$ cat src/rtl/bmp24_pkg.sv
// ----------------------------------------------------------------------------
// bmp24_pkg
// Shared types and constants for the 24-bit bitmap pixel stream reader.
// ----------------------------------------------------------------------------
package bmp24_pkg;

  // Largest accepted image width or height, and the counter width it needs.
  localparam int MAX_DIM = 4096;
  localparam int DIM_W   = $clog2(MAX_DIM + 1);

  // Header layout.
  localparam int HDR_LEN  = 54;
  localparam int OFS_POS  = 10;
  localparam int WID_POS  = 18;
  localparam int HGT_POS  = 22;
  localparam int DEP_POS  = 28;
  localparam int DEPTH_24 = 24;

  // Gray and black/white conversion.
  localparam int BW_THRESH  = 127;
  localparam int DIV3_MUL   = 683;
  localparam int DIV3_SHIFT = 11;

  // Configuration register indexes.
  localparam int REG_PIXEL_MODE = 0;

  typedef enum logic [1:0] {
    MODE_COLOR = 2'd0,
    MODE_GRAY  = 2'd1,
    MODE_BW    = 2'd2,
    MODE_BW_ALT = 2'd3
  } mode_t;

  typedef enum logic [1:0] {
    ST_PIXEL     = 2'd0,
    ST_BAD_DEPTH = 2'd1,
    ST_TOO_LARGE = 2'd2
  } status_t;

  typedef enum logic [1:0] {
    PH_HEADER = 2'd0,
    PH_SKIP   = 2'd1,
    PH_PIXELS = 2'd2,
    PH_DONE   = 2'd3
  } phase_t;

  // Converted pixel components.
  typedef struct packed {
    logic [7:0] red;
    logic [7:0] green;
    logic [7:0] blue;
    logic [7:0] level;
  } pixel_out_t;

endpackage

$ cat src/rtl/bmp24_pixel_conv.sv
// ----------------------------------------------------------------------------
// bmp24_pixel_conv
// Turns one blue, green, red triple into colour, gray or black/white output.
// ----------------------------------------------------------------------------
module bmp24_pixel_conv (
  input  bmp24_pkg::mode_t      mode,
  input  logic [7:0]            red_in,
  input  logic [7:0]            green_in,
  input  logic [7:0]            blue_in,
  output bmp24_pkg::pixel_out_t pixel
);

  logic [9:0]  sum;
  logic [19:0] scaled;
  logic [7:0]  gray;

  // Division by three as a multiply by 683/2048; exact for sums up to 765.
  assign sum    = 10'(red_in) + 10'(green_in) + 10'(blue_in);
  assign scaled = 20'(sum) * 20'(bmp24_pkg::DIV3_MUL);
  assign gray   = scaled[bmp24_pkg::DIV3_SHIFT +: 8];

  always_comb begin
    pixel = '0;
    unique case (mode)
      bmp24_pkg::MODE_COLOR: begin
        pixel.red   = red_in;
        pixel.green = green_in;
        pixel.blue  = blue_in;
      end
      bmp24_pkg::MODE_GRAY: begin
        pixel.level = gray;
      end
      bmp24_pkg::MODE_BW, bmp24_pkg::MODE_BW_ALT: begin
        pixel.level = (gray > 8'(bmp24_pkg::BW_THRESH)) ? 8'd1 : 8'd0;
      end
      default: begin
        pixel = '0;
      end
    endcase
  end

endmodule

$ cat src/rtl/bmp24_pixel_stream_reader.sv
// ----------------------------------------------------------------------------
// bmp24_pixel_stream_reader
// Byte-serial reader for 24-bit bitmap files with flipped-row pixel output.
// ----------------------------------------------------------------------------
// Usage:
// The byte channel (byte_valid, byte_stall, data_byte, file_start) carries one
// file byte per beat; file_start marks byte 0 of a new file and restarts the
// parse. The pixel channel (pixel_valid, pixel_stall and the result fields)
// carries one beat per pixel, plus one error beat when the header names a
// depth other than 24 or a dimension above MAX_DIM.
// Throughput is one byte per cycle. A result appears in the output register
// in the cycle after the byte that completes it is taken; header capture,
// pixel assembly and conversion are combinational. When the receiver stalls
// with a result waiting, byte_stall rises in the same cycle and stays high
// until the result is taken; nothing is dropped. Reset sets pixel_mode to
// colour and starts a new file at the next byte. The user writes pixel_mode
// over the APB port only while the block is idle, which it does not enforce.
// ----------------------------------------------------------------------------
module bmp24_pixel_stream_reader (
  input  logic        clk,
  input  logic        rst,
  // Byte input channel
  input  logic        byte_valid,
  output logic        byte_stall,
  input  logic [7:0]  data_byte,
  input  logic        file_start,
  // Pixel output channel
  output logic        pixel_valid,
  input  logic        pixel_stall,
  output logic [1:0]  status,
  output logic [23:0] pixel_index,
  output logic [7:0]  red,
  output logic [7:0]  green,
  output logic [7:0]  blue,
  output logic [7:0]  level,
  output logic        last_pixel,
  // Configuration port
  input  logic        psel,
  input  logic        penable,
  input  logic        pwrite,
  input  logic [2:0]  paddr,
  input  logic [31:0] pwdata,
  output logic [31:0] prdata,
  output logic        pready
);

  localparam int DW = bmp24_pkg::DIM_W;

  // Registers
  bmp24_pkg::mode_t  pixel_mode;
  bmp24_pkg::phase_t phase, phase_next;
  logic [31:0]   byte_pos, byte_pos_next;
  logic [31:0]   data_offset, data_offset_next;
  logic [15:0]   width_lo, width_lo_next;
  logic          width_hi_nz, width_hi_nz_next;
  logic [15:0]   height_lo, height_lo_next;
  logic          height_hi_nz, height_hi_nz_next;
  logic [15:0]   bit_depth, bit_depth_next;
  logic [DW-1:0] col_cnt, col_cnt_next;
  logic [DW-1:0] row_cnt, row_cnt_next;
  logic [23:0]   row_base, row_base_next;
  logic [1:0]    triple_ph, triple_ph_next;
  logic [7:0]    held_blue, held_blue_next;
  logic [7:0]    held_green, held_green_next;
  logic [1:0]    pad_ph, pad_ph_next;

  // Current state, with a file start taking effect before the byte is used.
  bmp24_pkg::phase_t cur_phase;
  logic [31:0]   cur_pos, cur_offset;
  logic [15:0]   cur_width_lo, cur_height_lo, cur_depth;
  logic          cur_width_hi_nz, cur_height_hi_nz;
  logic [DW-1:0] cur_col, cur_row;
  logic [23:0]   cur_base;
  logic [1:0]    cur_triple, cur_pad;
  logic [7:0]    cur_blue, cur_green;

  logic          accept, cfg_write;
  logic          hdr_end, depth_bad, too_large, empty_img, offset_big;
  logic          skip_wait, pix_act, px_complete, is_last, row_end;
  logic [DW-1:0] w_dim, h_dim;
  logic [23:0]   base_prod;
  logic          emit;
  bmp24_pkg::status_t   emit_status;
  bmp24_pkg::pixel_out_t conv_px;

  assign pready    = 1'b1;
  assign cfg_write = psel && penable && pwrite && pready;
  assign prdata    = (paddr[2] == 1'(bmp24_pkg::REG_PIXEL_MODE)) ?
                     {30'd0, pixel_mode} : 32'd0;

  // The input may move whenever the output register is free or draining.
  assign byte_stall = pixel_valid && pixel_stall;
  assign accept     = byte_valid && !byte_stall;

  assign cur_phase        = file_start ? bmp24_pkg::PH_HEADER : phase;
  assign cur_pos          = file_start ? '0 : byte_pos;
  assign cur_offset       = file_start ? '0 : data_offset;
  assign cur_width_lo     = file_start ? '0 : width_lo;
  assign cur_width_hi_nz  = file_start ? 1'b0 : width_hi_nz;
  assign cur_height_lo    = file_start ? '0 : height_lo;
  assign cur_height_hi_nz = file_start ? 1'b0 : height_hi_nz;
  assign cur_depth        = file_start ? '0 : bit_depth;
  assign cur_col          = file_start ? '0 : col_cnt;
  assign cur_row          = file_start ? '0 : row_cnt;
  assign cur_base         = file_start ? '0 : row_base;
  assign cur_triple       = file_start ? '0 : triple_ph;
  assign cur_pad          = file_start ? '0 : pad_ph;
  assign cur_blue         = file_start ? '0 : held_blue;
  assign cur_green        = file_start ? '0 : held_green;

  assign w_dim = cur_width_lo[DW-1:0];
  assign h_dim = cur_height_lo[DW-1:0];

  // Header checks, applied on the last header byte.
  assign hdr_end    = (cur_phase == bmp24_pkg::PH_HEADER) &&
                      (cur_pos == 32'(bmp24_pkg::HDR_LEN - 1));
  assign depth_bad  = cur_depth != 16'(bmp24_pkg::DEPTH_24);
  assign too_large  = cur_width_hi_nz || (cur_width_lo > 16'(bmp24_pkg::MAX_DIM)) ||
                      cur_height_hi_nz || (cur_height_lo > 16'(bmp24_pkg::MAX_DIM));
  assign empty_img  = (cur_width_lo == '0) || (cur_height_lo == '0);
  assign offset_big = cur_offset > 32'(bmp24_pkg::HDR_LEN);
  assign base_prod  = 24'(h_dim - DW'(1)) * 24'(w_dim);

  // Pixel assembly.
  assign skip_wait   = (cur_phase == bmp24_pkg::PH_SKIP) && (cur_pos < cur_offset);
  assign pix_act     = (cur_phase == bmp24_pkg::PH_PIXELS) ||
                       ((cur_phase == bmp24_pkg::PH_SKIP) && !skip_wait);
  assign px_complete = pix_act && (cur_pad == 2'd0) && (cur_triple == 2'd2);
  assign row_end     = ({1'b0, cur_col} + (DW+1)'(1)) == {1'b0, w_dim};
  assign is_last     = px_complete && row_end &&
                       (({1'b0, cur_row} + (DW+1)'(1)) == {1'b0, h_dim});

  bmp24_pixel_conv u_conv (
    .mode     (pixel_mode),
    .red_in   (data_byte),
    .green_in (cur_green),
    .blue_in  (cur_blue),
    .pixel    (conv_px)
  );

  // Parse phase transitions.
  always_comb begin
    phase_next = cur_phase;
    unique case (cur_phase)
      bmp24_pkg::PH_HEADER: begin
        if (hdr_end) begin
          if (depth_bad || too_large || empty_img) begin
            phase_next = bmp24_pkg::PH_DONE;
          end else if (offset_big) begin
            phase_next = bmp24_pkg::PH_SKIP;
          end else begin
            phase_next = bmp24_pkg::PH_PIXELS;
          end
        end
      end
      bmp24_pkg::PH_SKIP: begin
        if (!skip_wait) begin
          phase_next = is_last ? bmp24_pkg::PH_DONE : bmp24_pkg::PH_PIXELS;
        end
      end
      bmp24_pkg::PH_PIXELS: begin
        if (is_last) begin
          phase_next = bmp24_pkg::PH_DONE;
        end
      end
      bmp24_pkg::PH_DONE: begin
        phase_next = bmp24_pkg::PH_DONE;
      end
      default: begin
        phase_next = bmp24_pkg::PH_DONE;
      end
    endcase
  end

  // Header capture, counters and the result.
  always_comb begin
    byte_pos_next     = cur_pos;
    data_offset_next  = cur_offset;
    width_lo_next     = cur_width_lo;
    width_hi_nz_next  = cur_width_hi_nz;
    height_lo_next    = cur_height_lo;
    height_hi_nz_next = cur_height_hi_nz;
    bit_depth_next    = cur_depth;
    col_cnt_next      = cur_col;
    row_cnt_next      = cur_row;
    row_base_next     = cur_base;
    triple_ph_next    = cur_triple;
    held_blue_next    = cur_blue;
    held_green_next   = cur_green;
    pad_ph_next       = cur_pad;
    emit              = 1'b0;
    emit_status       = bmp24_pkg::ST_PIXEL;

    if (cur_phase == bmp24_pkg::PH_HEADER) begin
      byte_pos_next = cur_pos + 32'd1;
      for (int k = 0; k < 4; k++) begin
        if (cur_pos == 32'(bmp24_pkg::OFS_POS + k)) begin
          data_offset_next[8*k +: 8] = data_byte;
        end
      end
      for (int k = 0; k < 2; k++) begin
        if (cur_pos == 32'(bmp24_pkg::WID_POS + k)) begin
          width_lo_next[8*k +: 8] = data_byte;
        end
        if (cur_pos == 32'(bmp24_pkg::WID_POS + 2 + k) && data_byte != 8'd0) begin
          width_hi_nz_next = 1'b1;
        end
        if (cur_pos == 32'(bmp24_pkg::HGT_POS + k)) begin
          height_lo_next[8*k +: 8] = data_byte;
        end
        if (cur_pos == 32'(bmp24_pkg::HGT_POS + 2 + k) && data_byte != 8'd0) begin
          height_hi_nz_next = 1'b1;
        end
        if (cur_pos == 32'(bmp24_pkg::DEP_POS + k)) begin
          bit_depth_next[8*k +: 8] = data_byte;
        end
      end
      if (hdr_end) begin
        if (depth_bad) begin
          emit        = 1'b1;
          emit_status = bmp24_pkg::ST_BAD_DEPTH;
        end else if (too_large) begin
          emit        = 1'b1;
          emit_status = bmp24_pkg::ST_TOO_LARGE;
        end else begin
          row_base_next = base_prod;
        end
      end
    end else if (skip_wait) begin
      byte_pos_next = cur_pos + 32'd1;
    end else if (pix_act) begin
      if (cur_pad != 2'd0) begin
        pad_ph_next = cur_pad - 2'd1;
      end else begin
        unique case (cur_triple)
          2'd0: begin
            held_blue_next = data_byte;
            triple_ph_next = 2'd1;
          end
          2'd1: begin
            held_green_next = data_byte;
            triple_ph_next  = 2'd2;
          end
          default: begin
            triple_ph_next = 2'd0;
            emit           = 1'b1;
            if (!is_last) begin
              if (row_end) begin
                col_cnt_next  = '0;
                row_cnt_next  = cur_row + DW'(1);
                row_base_next = cur_base - 24'(w_dim);
                pad_ph_next   = 2'(w_dim);
              end else begin
                col_cnt_next = cur_col + DW'(1);
              end
            end
          end
        endcase
      end
    end
  end

  always_ff @(posedge clk) begin
    if (rst) begin
      pixel_mode   <= bmp24_pkg::MODE_COLOR;
      phase        <= bmp24_pkg::PH_HEADER;
      byte_pos     <= '0;
      data_offset  <= '0;
      width_lo     <= '0;
      width_hi_nz  <= 1'b0;
      height_lo    <= '0;
      height_hi_nz <= 1'b0;
      bit_depth    <= '0;
      col_cnt      <= '0;
      row_cnt      <= '0;
      row_base     <= '0;
      triple_ph    <= '0;
      held_blue    <= '0;
      held_green   <= '0;
      pad_ph       <= '0;
      pixel_valid  <= 1'b0;
    end else begin
      if (cfg_write && paddr[2] == 1'(bmp24_pkg::REG_PIXEL_MODE)) begin
        pixel_mode <= bmp24_pkg::mode_t'(pwdata[1:0]);
      end
      if (accept) begin
        phase        <= phase_next;
        byte_pos     <= byte_pos_next;
        data_offset  <= data_offset_next;
        width_lo     <= width_lo_next;
        width_hi_nz  <= width_hi_nz_next;
        height_lo    <= height_lo_next;
        height_hi_nz <= height_hi_nz_next;
        bit_depth    <= bit_depth_next;
        col_cnt      <= col_cnt_next;
        row_cnt      <= row_cnt_next;
        row_base     <= row_base_next;
        triple_ph    <= triple_ph_next;
        held_blue    <= held_blue_next;
        held_green   <= held_green_next;
        pad_ph       <= pad_ph_next;
        pixel_valid  <= emit;
      end else if (!pixel_stall) begin
        pixel_valid <= 1'b0;
      end
    end
  end

  // Result payload; error beats carry zero in every field but status.
  always_ff @(posedge clk) begin
    if (accept && emit) begin
      status <= emit_status;
      if (emit_status == bmp24_pkg::ST_PIXEL) begin
        pixel_index <= cur_base + 24'(cur_col);
        red         <= conv_px.red;
        green       <= conv_px.green;
        blue        <= conv_px.blue;
        level       <= conv_px.level;
        last_pixel  <= is_last;
      end else begin
        pixel_index <= '0;
        red         <= '0;
        green       <= '0;
        blue        <= '0;
        level       <= '0;
        last_pixel  <= 1'b0;
      end
    end
  end

endmodule

$ cat config.mk
export PLATFORM = sky130hd
export DESIGN_NAME = bmp24_pixel_stream_reader
export DESIGN_NICKNAME = d
export VERILOG_FILES = /design/src/rtl/bmp24_pkg.sv /design/src/rtl/bmp24_pixel_conv.sv /design/src/rtl/bmp24_pixel_stream_reader.sv
export SDC_FILE = /design/constraint.sdc
export NUM_CORES = 1
export LEC_CHECK = 0
export BUFFER_PORTS_ARGS = -buffer_cell sky130_fd_sc_hd__clkbuf_2
export CAP_MARGIN = 10
export CORE_MARGIN = 2
export CORE_UTILIZATION = 50
export CTS_CLUSTER_DIAMETER = 150
export DETAILED_ROUTE_END_ITERATION = 16
export HOLD_SLACK_MARGIN = 0.03
export PLACE_DENSITY = 0.79
export SYNTH_ARGS = -nofsm -noshare
export SYNTH_HDL_FRONTEND = slang
export SYNTH_HIERARCHICAL = 1
export SYNTH_SLANG_ARGS = --single-unit
$ cat constraint.sdc
create_clock -name clk -period 13.5 [get_ports clk]
set_clock_uncertainty 0.2 [all_clocks]
set_input_delay 3.375 -clock clk [delete_from_list [all_inputs] [get_ports clk]]
set_output_delay 3.375 -clock clk [all_outputs]
set_load 0.005 [all_outputs]
==> reports/qor.txt, run 1 <==
core area -> 47700 sq um
IO Port Bufs -> 81
Post-synth EDFFs -> 59
Final Setup Violations -> 0
vias per cell -> 5.90
Max-Cap Viols -> 0
H-tree level count -> 1
via count -> 20800
period utilisation layout -> 0.758
FP Rows -> 80
fill count -> 4218
Die Area -> 50200 sq um
Setup crit start kind -> primary input
Crit Path Category -> primary input to register
critical path arrival -> 10520 ps
CTS tree -> done
post-CTS resize count -> 0
Clock Root Buffer -> clkbuf_16
n_diodes -> 0
min Tclk post-route -> 10240 ps
Register Area -> 5560 sq um
PnR worst setup slack -> 3260 ps
crit end category -> register
PwrDens -> 69.6 nW/um^2
number of global-route vias before repair -> 19900
first-pass GRT wire length -> 103000 microns
HPWL after DPL -> 46900 microns
Antenna Violating Nets Remaining -> 0
Fin Setup TNS -> 0 ps
status -> finished clean
CTS max path bufs -> 3
Post-Syn Instances -> 2913
Setup Buffers After CTS -> 0
starting density of the core -> 0.507
Slew headroom -> 0.206
Ports -> 145
aggregate global-route resource usage -> 0.251
final WL -> 63300 microns
final slew viol count -> 0
CTS buffer count -> 28
Pleak -> 11.3 nW
largest area contributor in the netlist -> dfxtp_1
Hold Path Origin -> row_base[9]
WL/cell -> 17.9 microns
final hold vios -> 0
largest net degree at the start of global routing -> 77
Sinks on Clock Net -> 248
Final GP Congestion -> 0.977
DP Area -> 24900 sq um
die width -> 224 microns
fin nets -> 3322
area of the multi-input gates -> 16900 sq um
Tot Pwr -> 0.00180 W
Post-Layout Inst Area -> 25800 sq um
DRT Pass-1 Iters -> 6
clk slew on worst S/H paths -> 60 ps
Syn Area/Cell -> 8.32 sq um
grt ovf -> 0
fin util -> 0.541
Max Freq -> 0.0977 GHz
initial antenna violation count -> 0
Post-synth top flop -> dfxtp_1
worst-margin pin slew -> 1190 ps
DRT iter0 DRCs -> 1990
top-count cell post-synth -> nor2_1
Worst Hold Class -> register to register
share of the synthesized area in the top cell type -> 0.156
VDD IR max -> 0.0577 mV
worst path required time -> 13780 ps
asr flop ratio synth -> 0
# hold bufs at CTS -> 0
Post-Synthesis Cell Area -> 24200 sq um
residual DRC count -> 0
FF-to-FF Start -> height_lo[0]
Die Y -> 224 microns
Cell variety after synth -> 102
clock latency on the worst-skew pair -> 580 ps
synth top area cells -> dfxtp_1 16%, fa_1 15%, ha_1 9.8%, edfxtp_1 7.3%, nor2_1 5.3%
beginning of the critical path -> file_start
RSZ-0062 raised after global routing -> false
Area growth, synth to finish -> 6.59%
top post-synthesis cells by count -> 342 x nor2_1, 287 x inv_1, 277 x nand2_1
Crit Path Max Fanout -> 74
Yosys Warn Count -> 6
Placement Setup Slack -> 2790 ps
layout cells sized above 1 -> 0.0754
#FFs+latches synth -> 248
Seq/Total Area, Yosys -> 0.229
metrics by stage:
stage | hold slack (ps) | cells
global route | 285 | 3533
global placement | 238 | 3481
detailed placement | 243 | 3481
finish | 250 | 3533
CTS | 251 | 3533
floorplan | 232 | 2942
report_power, final:
part           switching, W  internal [W]  leakage, nW
clock              0.000326      0.000453        0.470
sequential       0.00000315      0.000759         1.98
combinational      0.000162     0.0000948         8.83
total              0.000491       0.00131         11.3
registers in the layout, summed over array words and instances, names as in the netlist, 13 cells and up:
| name | flops |
|---|---|
| bit_depth | 16 |
| byte_pos | 32 |
| col_cnt | 13 |
| data_offset | 32 |
| height_lo | 16 |
| pixel_index | 24 |
| row_base | 24 |
| row_cnt | 13 |
| width_lo | 16 |
layout by cell type, fill, tap and decap left out, drive strengths merged, types with 11 or more instances in the layout:
master  synthesis  final
nor2          343    343
inv           290    290
nand2         278    278
ha            189    189
dfxtp         189    189
fa            186    186
clkbuf        122    121
a21oi         119    119
a22oi         104    104
nor2b         102    102
o21ai          96     96
xnor2          90     90
and2           71     71
nor3           61     61
edfxtp         59     59
nand3          58     58
xor2           50     50
nor4           36     36
conb            2     31
nand4          29     29
and3           27     27
buf            58     25
nand2b         24     24
a211oi         24     24
a21o           22     22
or3            22     22
mux2i          21     21
o211ai         20     20
a31oi          19     19
nor3b          14     14
clkinv          4     12
nand3b         11     11
worst paths after layout:
check	endpoint	slack (ps)	cells after the start
max reg2reg	row_base[22]	4710	24
min	row_base[9]	250	2
max	row_base[21]	3260	24
min reg2reg	row_base[9]	250	2
logic make-up after synthesis:
| family | Yosys count | synth area share |
|---|---|---|
| multiplexers | 31 | 0.0135 |
| AO/OA/AOI/OAI | 518 | 0.145 |
| adder cells (fa/ha/maj) | 375 | 0.251 |
| other | 2 | 0.000310 |
| XOR/XNOR | 140 | 0.0509 |
| buffers and inverters | 474 | 0.0805 |
| AND/OR/NAND/NOR | 1125 | 0.229 |
| flip-flops | 248 | 0.229 |
worst max-delay path: stages:
cell and delay [ps]:
buf_6 250, nor2b_1 840, clkinv_1 750, nor2_1 350, fa_1 220, inv_1 60
fa_1 530, inv_1 40, ha_1 310, fa_1 510, fa_1 540, inv_1 50
fa_1 520, inv_1 40, ha_1 350, and3_1 180, and3_1 150, nand3_1 110
a21oi_1 190, o21ai_0 150, a21oi_1 260, xor2_1 330, o21ai_0 150, a211oi_1 240
layout make-up:
| type | instances | share of cell area |
|---|---|---|
| multi-input combinational | 2220 | 0.653 |
| sequential | 248 | 0.215 |
| inverter | 294 | 0.0427 |
| clock buffer | 42 | 0.0343 |
| tap | 615 | 0.0298 |
| timing repair buffer | 104 | 0.0229 |
| clock inverter | 10 | 0.00242 |
layer usage:
layer	part of all wire	GRT usage
met5	0	0
met4	0.035	0.0854
met3	0.087	0.0390
met1	0.43	0.342
met2	0.45	0.408
Note: power is estimated with default switching activity, not from simulation.
==> inputs of run 2 (changes only) <==
- clock period: 13.5 -> 9.93 ns (I/O delays scaled with it)
==> run 2 against run 1 <==
Against the previous run: clock-buffer cell count down 6; routed wire length grew 0.48%; sequential share of layout area down 0.26 points; via count fell by 0.72%; flip-flop and latch count did not move; clock power up 54%; non-clock buffer count rose by 21; register-to-register slack worse by 3200 ps; combinational power grew 38%; cell area up 1.2%; critical path type unchanged.
==> reports/qor.txt, run 2 (synthesis results as in run 1) <==
period utilisation layout -> 0.894
first-pass GRT wire length -> 104000 microns (+0.88%)
CTS buffer count -> 28 (unchanged)
Fin Setup TNS -> 0 ps (unchanged)
VDD IR max -> 0.126 mV (+120%)
starting density of the core -> 0.507 (unchanged)
min Tclk post-route -> 8880 ps
vias per cell -> 5.82 (-1.3%)
Register Area -> 5560 sq um (unchanged)
Largest regs -> byte_pos x32, data_offset x32
DRT iter0 DRCs -> 2104 (+5.7%)
clock latency on the worst-skew pair -> 560 ps (-20 ps)
Setup Buffers After CTS -> 0 (unchanged)
PnR worst setup slack -> 1050 ps (-2210 ps)
Die Area -> 50200 sq um (unchanged)
grt ovf -> 0 (unchanged)
Worst Hold Class -> register to register
Pleak -> 11.4 nW (+1.4%)
die width -> 224 microns (unchanged)
switching share of power -> 0.259 (-0.0146)
# hold bufs at CTS -> 0 (unchanged)
Gate power share -> 0.137 (-0.006)
layout cells sized above 1 -> 0.0827 (+0.00729)
Crit Path Category -> primary input to register
most frequent cells in the layout -> 342 x nor2_1, 285 x inv_1, 276 x nand2_1
CTS tree -> done
WL/cell -> 17.9 microns (-0.11%)
Reg power frac -> 0.400 (-0.024)
critical path arrival -> 9150 ps (-1370 ps)
Setup crit start kind -> primary input
Area growth, synth to finish -> 7.87%
H-tree level count -> 1 (unchanged)
Clock Root Buffer -> clkbuf_16
fin nets -> 3343 (+0.63%)
worst path required time -> 10210 ps (-3570 ps)
DRT Pass-1 Iters -> 6 (unchanged)
core area -> 47700 sq um (unchanged)
Placement Setup Slack -> 520 ps (-2270 ps)
number of global-route vias before repair -> 19900 (-0.30%)
IO Port Bufs -> 81 (unchanged)
CTS max path bufs -> 3 (unchanged)
Clk network pwr share -> 0.463 (+0.030)
post-CTS resize count -> 0 (unchanged)
via count -> 20700 (-0.72%)
residual DRC count -> 0 (unchanged)
crit end category -> register
status -> finished clean
commonest non-fill, non-tap cell in the layout -> nor2_1
Final GP Congestion -> 0.957 (-2.0%)
PwrDens -> 99.2 nW/um^2 (+42%)
largest net degree at the start of global routing -> 104 (+35%)
initial antenna violation count -> 0 (unchanged)
final slew viol count -> 0 (unchanged)
area of the multi-input gates -> 16900 sq um (+0.13%)
HPWL after DPL -> 48400 microns (+3.2%)
Ports -> 145 (unchanged)
Final Setup Violations -> 0 (unchanged)
Max-Cap Viols -> 0 (unchanged)
Crit Path Max Fanout -> 41 (-45%)
FP Rows -> 80 (unchanged)
clk slew on worst S/H paths -> 60 ps (about the same)
RSZ-0062 raised after global routing -> false
final WL -> 63600 microns (+0.48%)
Tot Pwr -> 0.00259 W (+44%)
Internal Pwr Total -> 0.00192 W (+47%)
worst-margin pin slew -> 1170 ps (-15.0 ps)
Slew headroom -> 0.217 (+0.0115)
Die Y -> 224 microns (unchanged)
aggregate global-route resource usage -> 0.254 (+0.00281)
fill count -> 4239 (+0.50%)
final hold vios -> 0 (unchanged)
Sw Pwr -> 0.000670 W (+36%)
Max Freq -> 0.113 GHz
Antenna Violating Nets Remaining -> 0 (unchanged)
n_diodes -> 0 (unchanged)
Sinks on Clock Net -> 248 (unchanged)
## run 2: changes by cell type in the layout (fill, tap and decap cells not counted), moves of 2 or more
cell	before	now
clkinv_2	6	2
inv_1	287	285
clkbuf_1	3	5
bufinv_16	0	8
clkbuf_8	9	2
inv_2	3	5
buf_4	23	43
## run 2: cell type report
cell class	instances	share of cell area
clock inverters	16	0.0113
multi-input cells	2220	0.646
well taps	615	0.0294
clock buffers	36	0.0295
inverters	294	0.0422
repair buffers	125	0.0291
flip-flops and latches	248	0.213
## run 2: worst paths after layout
path,cells after the start,from,to,slack (ps)
worst max-delay path,22,file_start,row_base[20],1050
worst min register to register,2,row_base[9],row_base[9],250
worst max register to register,24,height_lo[1],row_base[20],1510
worst min-delay path,2,row_base[9],row_base[9],250
## run 2: critical path, stage by stage
cell and delay [ps]:
buf_6 260, inv_2 170, buf_4 280, nand2_1 320
clkinv_1 390, nand2_1 390, fa_1 560, inv_1 280
fa_1 460, fa_1 480, fa_1 610, inv_1 70
fa_1 500, inv_1 50, ha_1 360, and4_1 210
and3_1 180, a221oi_1 440, nand2b_1 120, xor2_1 210
a21oi_1 100, o31ai_1 190
## run 2: power by group through the flow
stage / clock, W / sequential [W] / combinational [W]
2_1_floorplan: 0 / 0.00106 / 0.000277
3_5_place_dp: 0 / 0.00106 / 0.000348
4_1_cts: 0.00121 / 0.00104 / 0.000353
3_3_place_gp: 0 / 0.00106 / 0.000339
6_report: 0.00120 / 0.00104 / 0.000355
5_1_grt: 0.00125 / 0.00104 / 0.000402
## run 2: per-stage QoR
stage / cells / hold slack (ps) / util / instance area (sq um)
after floorplan: 2942 / 232 / - / 24400
after global routing: 3554 / 277 / 0.547 / 26100
after CTS: 3554 / 251 / 0.547 / 26100
after global placement: 3502 / 237 / 0.525 / 25100
final: 3554 / 254 / 0.547 / 26100
after detailed placement: 3502 / 242 / 0.525 / 25100
## run 2: per-layer routing
metal / wire length [microns] / track usage
met1: 27400 / 0.348
met2: 29200 / 0.416
met3: 5130 / 0.0363
met4: 1920 / 0.0781
met5: 0 / 0
